**config.mk**
```make
export PLATFORM = sky130hd
export DESIGN_NAME = igalloc_ctrl
export DESIGN_NICKNAME = d
export VERILOG_FILES = /design/src/igalloc_pkg.sv /design/src/igalloc_ctrl.sv
export SDC_FILE = /design/constraint.sdc
export NUM_CORES = 1
export LEC_CHECK = 0
export BUFFER_PORTS_ARGS = -buffer_cell sky130_fd_sc_hd__buf_2
export CAP_MARGIN = 15
export CELL_PAD_IN_SITES_DETAIL_PLACEMENT = 0
export CELL_PAD_IN_SITES_GLOBAL_PLACEMENT = 1
export CORE_MARGIN = 4
export CORE_UTILIZATION = 42
export CTS_BUF_LIST = sky130_fd_sc_hd__clkbuf_4 sky130_fd_sc_hd__clkbuf_8
export DETAILED_ROUTE_END_ITERATION = 10
export PLACE_DENSITY = 0.91
export SLEW_MARGIN = 20
export SYNTH_ARGS = -nofsm -noshare
export SYNTH_HDL_FRONTEND = slang
export SYNTH_SLANG_ARGS = --single-unit
```
**constraint.sdc**
```tcl
create_clock -name clk -period 4.45 [get_ports clk]
set_input_delay 0.89 -clock clk [delete_from_list [all_inputs] [get_ports clk]]
set_output_delay 0.89 -clock clk [all_outputs]
set_load 0.05 [all_outputs]
```
**src/igalloc_pkg.sv**
```systemverilog
// Shared types, codes and constants of the inode group allocator.
`timescale 1ns / 1ps
`default_nettype none
package igalloc_pkg;

    localparam int MAX_GROUPS_DEF = 64;
    localparam int MAX_IPG_DEF    = 256;

    localparam int INUM_W  = 15;
    localparam int IPG_W   = 9;
    localparam int GRP_W   = 7;
    localparam int CNT_W   = 9;
    localparam int FB_W    = 16;
    localparam int GIDX_W  = 6;
    localparam int CFG_IDX_W = 2;
    localparam int CHUNK    = 8;
    localparam int CHUNK_LG = 3;
    localparam int CNT_WORD_W = CNT_W + CNT_W + FB_W;

    localparam logic [CNT_W-1:0]  CNT_MAX   = '1;
    localparam logic [INUM_W-1:0] TOTAL_MAX = '1;

    localparam logic [CFG_IDX_W-1:0] CFG_IPG    = 2'd0;
    localparam logic [CFG_IDX_W-1:0] CFG_GROUPS = 2'd1;
    localparam logic [CFG_IDX_W-1:0] CFG_FIRST  = 2'd2;
    localparam logic [CFG_IDX_W-1:0] CFG_TOTAL  = 2'd3;

    localparam logic [IPG_W-1:0]  IPG_RST   = 9'd256;
    localparam logic [GRP_W-1:0]  GRP_RST   = 7'd64;
    localparam logic [INUM_W-1:0] FIRST_RST = 15'd11;
    localparam logic [INUM_W-1:0] TOTAL_RST = 15'd16384;

    typedef enum logic [1:0] {
        OP_ALLOC = 2'd0,
        OP_FREE  = 2'd1,
        OP_LOAD  = 2'd2,
        OP_MARK  = 2'd3
    } op_t;

    typedef enum logic [2:0] {
        STS_OK       = 3'd0,
        STS_NO_SPACE = 3'd1,
        STS_CORRUPT  = 3'd2,
        STS_RANGE    = 3'd3,
        STS_CLEAR    = 3'd4,
        STS_BAD_FREE = 3'd5
    } stat_t;

    typedef enum logic [4:0] {
        S_IDLE,
        S_DISPATCH,
        S_AVG_WAIT,
        S_SCAN_RD,
        S_SCAN_CHK,
        S_SCAN_END,
        S_PG_WAIT,
        S_MOD_WAIT,
        S_Q_RD,
        S_Q_CHK,
        S_L_NEXT,
        S_L_RD,
        S_L_CHK,
        S_INUM_WAIT,
        S_ROW_RD,
        S_SEARCH,
        S_MUL,
        S_ROW_SET,
        S_ACNT_RD,
        S_ALLOC_UPD,
        S_FREE_CHK,
        S_FCNT_RD,
        S_FREE_UPD,
        S_MARK_WR,
        S_LOAD_UPD,
        S_DONE
    } state_t;

    typedef enum logic [4:0] {
        ACT_NONE,
        ACT_LATCH,
        ACT_DIV_AVG,
        ACT_DIV_PG,
        ACT_DIV_MOD,
        ACT_DIV_INUM,
        ACT_SCAN_INIT,
        ACT_CNT_RD_J,
        ACT_SCAN_EVAL,
        ACT_G_FROM_BEST,
        ACT_PROBE_INIT,
        ACT_CNT_RD_C,
        ACT_QUAD_STEP,
        ACT_LIN_INIT,
        ACT_LIN_STEP,
        ACT_G_FROM_CAND,
        ACT_GB_FROM_DIV,
        ACT_ROW_RD,
        ACT_SEARCH,
        ACT_MUL,
        ACT_ROW_WR_SET,
        ACT_ROW_WR_CLR,
        ACT_CNT_RD_G,
        ACT_CNT_RD_LOAD,
        ACT_CNT_WR_ALLOC,
        ACT_CNT_WR_FREE,
        ACT_CNT_WR_LOAD,
        ACT_EMIT
    } act_t;

    typedef struct packed {
        act_t  act;
        logic  code_we;
        stat_t code;
    } cmd_t;

    typedef struct packed {
        op_t  op;
        logic dir;
        logic free_bad;
        logic mark_bad;
        logic load_bad;
        logic div_done;
        logic q_ge_groups;
        logic scan_last;
        logic best_valid;
        logic cand_free;
        logic step_lt_groups;
        logic bit_found;
        logic chunk_last;
        logic bit_set;
        logic inum_ok;
        logic out_free;
    } sts_t;

endpackage
`default_nettype wire

```
**src/igalloc_ctrl.sv**
```systemverilog
// Sequencer of the inode group allocator.
`timescale 1ns / 1ps
`default_nettype none
module igalloc_ctrl
    import igalloc_pkg::*;
(
    input  wire logic clk,
    input  wire logic rst_n,
    input  wire logic in_valid,
    output logic      in_ready,
    input  wire sts_t sts,
    output cmd_t      cmd
);

    state_t state_reg;
    state_t state_next;

    always_ff @(posedge clk or negedge rst_n)
    begin
        if (!rst_n)
        begin
            state_reg <= S_IDLE;
        end
        else
        begin
            state_reg <= state_next;
        end
    end

    assign in_ready = (state_reg == S_IDLE);

    always_comb
    begin
        state_next  = state_reg;
        cmd.act     = ACT_NONE;
        cmd.code_we = 1'b0;
        cmd.code    = STS_OK;
        case (state_reg)
            S_IDLE:
            begin
                if (in_valid)
                begin
                    cmd.act    = ACT_LATCH;
                    state_next = S_DISPATCH;
                end
            end
            S_DISPATCH:
            begin
                case (sts.op)
                    OP_ALLOC:
                    begin
                        if (sts.dir)
                        begin
                            cmd.act    = ACT_DIV_AVG;
                            state_next = S_AVG_WAIT;
                        end
                        else
                        begin
                            cmd.act    = ACT_DIV_PG;
                            state_next = S_PG_WAIT;
                        end
                    end
                    OP_FREE:
                    begin
                        if (sts.free_bad)
                        begin
                            cmd.code_we = 1'b1;
                            cmd.code    = STS_BAD_FREE;
                            state_next  = S_DONE;
                        end
                        else
                        begin
                            cmd.act    = ACT_DIV_INUM;
                            state_next = S_INUM_WAIT;
                        end
                    end
                    OP_LOAD:
                    begin
                        if (sts.load_bad)
                        begin
                            cmd.code_we = 1'b1;
                            cmd.code    = STS_RANGE;
                            state_next  = S_DONE;
                        end
                        else
                        begin
                            cmd.act    = ACT_CNT_RD_LOAD;
                            state_next = S_LOAD_UPD;
                        end
                    end
                    default:
                    begin
                        if (sts.mark_bad)
                        begin
                            cmd.code_we = 1'b1;
                            cmd.code    = STS_RANGE;
                            state_next  = S_DONE;
                        end
                        else
                        begin
                            cmd.act    = ACT_DIV_INUM;
                            state_next = S_INUM_WAIT;
                        end
                    end
                endcase
            end
            S_AVG_WAIT:
            begin
                if (sts.div_done)
                begin
                    cmd.act    = ACT_SCAN_INIT;
                    state_next = S_SCAN_RD;
                end
            end
            S_SCAN_RD:
            begin
                cmd.act    = ACT_CNT_RD_J;
                state_next = S_SCAN_CHK;
            end
            S_SCAN_CHK:
            begin
                cmd.act    = ACT_SCAN_EVAL;
                state_next = sts.scan_last ? S_SCAN_END : S_SCAN_RD;
            end
            S_SCAN_END:
            begin
                if (sts.best_valid)
                begin
                    cmd.act    = ACT_G_FROM_BEST;
                    state_next = S_ROW_RD;
                end
                else
                begin
                    cmd.code_we = 1'b1;
                    cmd.code    = STS_NO_SPACE;
                    state_next  = S_DONE;
                end
            end
            S_PG_WAIT:
            begin
                if (sts.div_done)
                begin
                    cmd.act    = ACT_DIV_MOD;
                    state_next = S_MOD_WAIT;
                end
            end
            S_MOD_WAIT:
            begin
                if (sts.div_done)
                begin
                    cmd.act    = ACT_PROBE_INIT;
                    state_next = S_Q_RD;
                end
            end
            S_Q_RD:
            begin
                cmd.act    = ACT_CNT_RD_C;
                state_next = S_Q_CHK;
            end
            S_Q_CHK:
            begin
                if (sts.cand_free)
                begin
                    cmd.act    = ACT_G_FROM_CAND;
                    state_next = S_ROW_RD;
                end
                else if (sts.step_lt_groups)
                begin
                    cmd.act    = ACT_QUAD_STEP;
                    state_next = S_Q_RD;
                end
                else
                begin
                    cmd.act    = ACT_LIN_INIT;
                    state_next = S_L_NEXT;
                end
            end
            S_L_NEXT:
            begin
                if (sts.step_lt_groups)
                begin
                    cmd.act    = ACT_LIN_STEP;
                    state_next = S_L_RD;
                end
                else
                begin
                    cmd.code_we = 1'b1;
                    cmd.code    = STS_NO_SPACE;
                    state_next  = S_DONE;
                end
            end
            S_L_RD:
            begin
                cmd.act    = ACT_CNT_RD_C;
                state_next = S_L_CHK;
            end
            S_L_CHK:
            begin
                if (sts.cand_free)
                begin
                    cmd.act    = ACT_G_FROM_CAND;
                    state_next = S_ROW_RD;
                end
                else
                begin
                    state_next = S_L_NEXT;
                end
            end
            S_INUM_WAIT:
            begin
                if (sts.div_done)
                begin
                    if (sts.q_ge_groups)
                    begin
                        cmd.code_we = 1'b1;
                        cmd.code    = STS_RANGE;
                        state_next  = S_DONE;
                    end
                    else
                    begin
                        cmd.act    = ACT_GB_FROM_DIV;
                        state_next = S_ROW_RD;
                    end
                end
            end
            S_ROW_RD:
            begin
                cmd.act = ACT_ROW_RD;
                case (sts.op)
                    OP_ALLOC: state_next = S_SEARCH;
                    OP_FREE:  state_next = S_FREE_CHK;
                    default:  state_next = S_MARK_WR;
                endcase
            end
            S_SEARCH:
            begin
                cmd.act = ACT_SEARCH;
                if (sts.bit_found)
                begin
                    state_next = S_MUL;
                end
                else if (sts.chunk_last)
                begin
                    cmd.code_we = 1'b1;
                    cmd.code    = STS_CORRUPT;
                    state_next  = S_DONE;
                end
            end
            S_MUL:
            begin
                cmd.act    = ACT_MUL;
                state_next = S_ROW_SET;
            end
            S_ROW_SET:
            begin
                cmd.act = ACT_ROW_WR_SET;
                if (sts.inum_ok)
                begin
                    state_next = S_ACNT_RD;
                end
                else
                begin
                    cmd.code_we = 1'b1;
                    cmd.code    = STS_RANGE;
                    state_next  = S_DONE;
                end
            end
            S_ACNT_RD:
            begin
                cmd.act    = ACT_CNT_RD_G;
                state_next = S_ALLOC_UPD;
            end
            S_ALLOC_UPD:
            begin
                cmd.act     = ACT_CNT_WR_ALLOC;
                cmd.code_we = 1'b1;
                cmd.code    = STS_OK;
                state_next  = S_DONE;
            end
            S_FREE_CHK:
            begin
                if (sts.bit_set)
                begin
                    cmd.act    = ACT_ROW_WR_CLR;
                    state_next = S_FCNT_RD;
                end
                else
                begin
                    cmd.code_we = 1'b1;
                    cmd.code    = STS_CLEAR;
                    state_next  = S_DONE;
                end
            end
            S_FCNT_RD:
            begin
                cmd.act    = ACT_CNT_RD_G;
                state_next = S_FREE_UPD;
            end
            S_FREE_UPD:
            begin
                cmd.act     = ACT_CNT_WR_FREE;
                cmd.code_we = 1'b1;
                cmd.code    = STS_OK;
                state_next  = S_DONE;
            end
            S_MARK_WR:
            begin
                cmd.act     = ACT_ROW_WR_SET;
                cmd.code_we = 1'b1;
                cmd.code    = STS_OK;
                state_next  = S_DONE;
            end
            S_LOAD_UPD:
            begin
                cmd.act     = ACT_CNT_WR_LOAD;
                cmd.code_we = 1'b1;
                cmd.code    = STS_OK;
                state_next  = S_DONE;
            end
            S_DONE:
            begin
                if (sts.out_free)
                begin
                    cmd.act    = ACT_EMIT;
                    state_next = S_IDLE;
                end
            end
            default:
            begin
                state_next = S_IDLE;
            end
        endcase
    end

endmodule
`default_nettype wire

```
Word level (Yosys, flattened, before mapping)

Index checks and enable logic that the tools add are counted.

Flip-flop bits (word level): 5
Latch bits: 0
Memory bits (writable): 0
ROM bits: 0
Word-level logic and storage cells: 97
Memories: 0

$add $sub $neg: 0
Multiply operators: 0
Divide/modulo/power cells: 0
Magnitude comparators: 0
Eq/ne operators: 34
Shift-type cells: 0
Mux-type cells: 55
Bitwise logic cells: 0
Reductions and logical operators: 7

Operators by type and width:

| kind                                                | number |
|---|---|
| one-hot mux 5 bit (23 select lines)                 | 2 |
| two-way mux 5 bit                                   | 17 |
| two-way mux 4 bit                                   | 16 |
| equality test 5 bit, second input constant          | 10 |
| equality test 5 x 4 -> 1 bit, second input constant | 8 |
| one-hot mux 4 bit (8 select lines)                  | 1 |
| one-hot mux 5 bit (3 select lines)                  | 2 |
| two-way mux 3 bit                                   | 8 |
| equality test 5 x 3 -> 1 bit, second input constant | 4 |
| != test 2 bit, second input constant                | 6 |
| one-hot mux 4 bit (3 select lines)                  | 1 |
| equality test 5 x 2 -> 1 bit, second input constant | 2 |
| one-hot mux 5 bit (2 select lines)                  | 1 |
| two-way mux 9 bit                                   | 1 |
| AND reduction 7 bit                                 | 1 |
| OR reduction 2 bit                                  | 3 |
| equality test 5 x 1 -> 1 bit, second input constant | 1 |
| logical NOT 5 bit                                   | 1 |
| two-way mux 1 bit                                   | 4 |
| two-way mux 2 bit                                   | 2 |
| OR reduction 4 bit                                  | 1 |
| != test 3 bit, second input constant                | 1 |
| equality test 2 x 1 -> 1 bit, second input constant | 1 |
| equality test 2 bit, second input constant          | 1 |
| logical NOT 2 bit                                   | 1 |

Longest topological paths before layout

Depth in word-level cells: 3
Depth in mapped cells: 8
Mapped depth without buffers: 5

Least setup slack after synthesis

No wires, ideal clock.

Kind: register to output
Start: register state_reg[0]
End: output port in_ready
Arrival: 2.562 ns
Data required time: 3.560 ns
Path slack: 0.998 ns
Stages on the path, launching flop included: 6
Path buffers: 4
Cell sequence: dfrtp_1 > buf_2 > buf_4 > buf_2 > buf_2 > nor4_1

Cells in the longest elaborated chain, start to end: 1

Ends and longest elaborated chain:

| what                   | line               | source |
|---|---|---|
| start, declared        | igalloc_ctrl.sv:15 | `state_t state_reg;` |
| start signal, assigned | igalloc_ctrl.sv:26 | `state_reg <= state_next;` |
| logical NOT 5 bit      | igalloc_ctrl.sv:30 | `assign in_ready = (state_reg == S_IDLE);` |
| end, declared          | igalloc_ctrl.sv:10 | `output logic in_ready,` |

No other way between the ends.

==> metrics.md <==
| Metric | Value |
|---|---|
| Critical R2R Launch | state_reg[0]$_DFFE_PN0P_ |
| Crit Path Class | flop to primary output |
| Post-Route WL | 4.29 mm |
| Critical Path End | cmd[2] |
| Slew at the pin with the worst max-slew slack | 868 ps |
| Most frequent cells in the layout | buf_2 (29), nand2_1 (17), nand3_1 (13) |
| Reg clk slew, reported paths | 40 ps |
| Total GRT Usage | 20.8% |
| Worst setup SP type | flop |
| Number of buffers added on ports | 29 |
| Largest register FFs | 5 |
| Largest net degree at the start of global routing | 31 |
| Layout cell share with drive strength beyond 1 | 20.5% |
| Synth Area per Inst | 6.56 um^2 |
| Die Span X | 64.0 um |
| Clock skew | 1.04 ps |
| # DRC | 0 |
| Die span in y | 64.0 um |
| Hold_buf cts | 0 |
| CP max stage delay | 690 ps |
| Met3 Use GR | 3.69% |
| Status | finished clean |
| Setup bufs post-CTS | 0 |
| Ys Warns | 0 |
| Max clock buf depth | 2 |
| Max-slew violation count | 0 |
| Critical Path Stages | 5 |
| # fillers | 347 |
| Crit end category | primary output |
| Tmin final | 3410 ps |
| Num ports | 30 |
| Layout Utilization | 48.6% |
| HPWL after DPL | 3.17 mm |
| DR WL/cell | 16.3 um |
| Worst skew pair latency | 240 ps |
| First-pass GRT wire length | 6.92 mm |
| Gr busiest metal | met2 |
| Max Cap Viol | 0 |
| Area Overhead vs Synth | 11.7% |
| Post-synth net total | 221 |
| Leak | 0.607 nW |
| Via count | 1,654 |
| Async SR Flop Fraction | 100% |
| R2R Path End | state_reg[3]$_DFFE_PN0P_ |
| CTS tree | done |
| Post-CTS Resized | 0 |
| Top delay family on crit path | simple AND/OR/NAND/NOR gates |
| N_diodes | 0 |
| Unrepaired setup endpoints after global routing | no |
| Worst R2R Setup Slack | 2000 ps |
| Rows | 20 |
| Total core area | 0.00303 mm^2 |
| #FFs+latches synth | 5 |
| # setup viols final | 0 |
| Peak supply drop | 385 uV |
| Netlist cell types | 56 |
| DRT iter0 DRCs | 137 |
| Relative slew slack | 42.1% |
| Max Fclk | 0.294 GHz |
| CTS H-Tree Depth | 1 |
| Post-synthesis cell count | 201 |
| Root buf cell | clkbuf_4 |
| Mean number of vias per cell | 6.29 |
| Starting Density | 43.6% |
| Grt ovf | 0 |
| GRT met2 Usage | 31.6% |
| Inserted Clock Buffers | 3 |
| Setup TNS | 0 ps |
| WHS | 454 ps |
| Hold Path Class | input pin to async pin |
| Final ANT Viol Nets | 0 |
| Power per cell area | 795 mW/mm^2 |
| Most common cell after layout, fill and taps aside | buf_2 |
| GR Util met1 | 30.5% |
| Routability cong. | 1.03 |
| Nets | 240 |
| Final Hold Vio Count | 0 |
| Die ar. | 0.00410 mm^2 |
| Initial antenna violation count | 0 |
| Synth Flop Type | dfrtp_1 |
| Worst setup path start | state_reg[1]$_DFFE_PN0P_ |
| Vias in the first global route | 1,420 |
| Critical Path Slowest Stage Cell | dfrtp_1 |
| Critical Path AT | 2520 ps |
| Fin crit share | 76.5% |
| Drt pass-1 iters | 5 |
| WP data required | 3560 ps |
| Crit-path cells | nand2b_1, nor3_1, nand2_1, o32ai_1, buf_2 |
| Sequential fraction of the synthesis area | 9.49% |
| Synth Cell Area | 0.00132 mm^2 |
| CP Max Fanout | 30 |
| CTS sink count | 5 |
| Post-synth EDFFs | 0 |
| Worst r2r path cells | 5 |
| Buffers and inverters on the worst path | 1 |
-- worst min path at each step --
stage	slack (ps)	end	cells after the start	start
after floorplan	590	state_reg[0]$_DFFE_PN0P_	0	rst_n
after global placement	700	state_reg[1]$_DFFE_PN0P_	1	rst_n
after detailed placement	710	state_reg[1]$_DFFE_PN0P_	1	rst_n
after CTS	450	state_reg[0]$_DFFE_PN0P_	1	rst_n
after global routing	450	state_reg[0]$_DFFE_PN0P_	1	rst_n
final	450	state_reg[0]$_DFFE_PN0P_	1	rst_n
-- worst reg2reg max path: stages, from the launching register on --
cell and delay, ps:
dfrtp_1 760, buf_4 330, nand2_1 140, or3_1 410
o2111ai_2 330, mux2_2 370
-- layer usage --
layer | routed length (um) | part of all wire, % | up-vias
met5 | 0 | 0 | -
met4 | 27 | 0.63 | 0
met3 | 412 | 9.6 | 4
met2 | 1930 | 45 | 87
met1 | 1920 | 45 | 764
li1 | - | - | 799
-- report_power, final --
group / switching (mW) / internal, mW / total (mW)
registers: 0.122 / 0.0666 / 0.188
logic: 0.611 / 0.313 / 0.923
clock network: 0.0183 / 0.0400 / 0.0582
-- synthesized netlist by cell type, types with 5 or more instances --
library cell | number | area [um^2]
nand2_1 | 17 | 63.8
nand3_1 | 13 | 65.1
a21oi_1 | 12 | 60.1
nor2_1 | 12 | 45.0
o21ai_0 | 12 | 60.1
nand2b_1 | 11 | 68.8
nor3_1 | 9 | 45.0
nor2b_1 | 8 | 50.1
buf_2 | 7 | 35.0
a31oi_1 | 6 | 37.5
inv_1 | 6 | 22.5
buf_4 | 5 | 37.5
dfrtp_1 | 5 | 125
-- per-stage QoR --
step | setup WS (ps) | power [mW] | std cells | cell area, um^2
after floorplan | 998 | 0.921 | 201 | 1320
after global placement | 1320 | 1.11 | 259 | 1440
after detailed placement | 1330 | 1.10 | 259 | 1440
after CTS | 1100 | 1.16 | 263 | 1470
after global routing | 882 | 1.26 | 263 | 1470
final | 1040 | 1.17 | 263 | 1470
-- logic make-up after synthesis --
logic type | Yosys count | synth area share, %
AND/OR/NAND/NOR | 99 | 42.0
AO/OA/AOI/OAI | 66 | 34.0
buffers and inverters | 25 | 9.77
flip-flops | 5 | 9.49
multiplexers | 4 | 3.32
XOR/XNOR | 1 | 0.664
adder cells (fa/ha/maj) | 1 | 0.759
-- layout make-up --
| class | count | area (um^2) | area share [%] |
|---|---|---|---|
| Multi-Input combinational cell | 171 | 1060 | 72.3 |
| Sequential cell | 5 | 125 | 8.50 |
| Clock buffer | 4 | 30.0 | 2.04 |
| Inverter | 6 | 22.5 | 1.53 |
| Tap cell | 44 | 55.1 | 3.74 |
| Timing Repair Buffer | 33 | 175 | 11.9 |
Note: power is estimated with default switching activity, not from simulation.
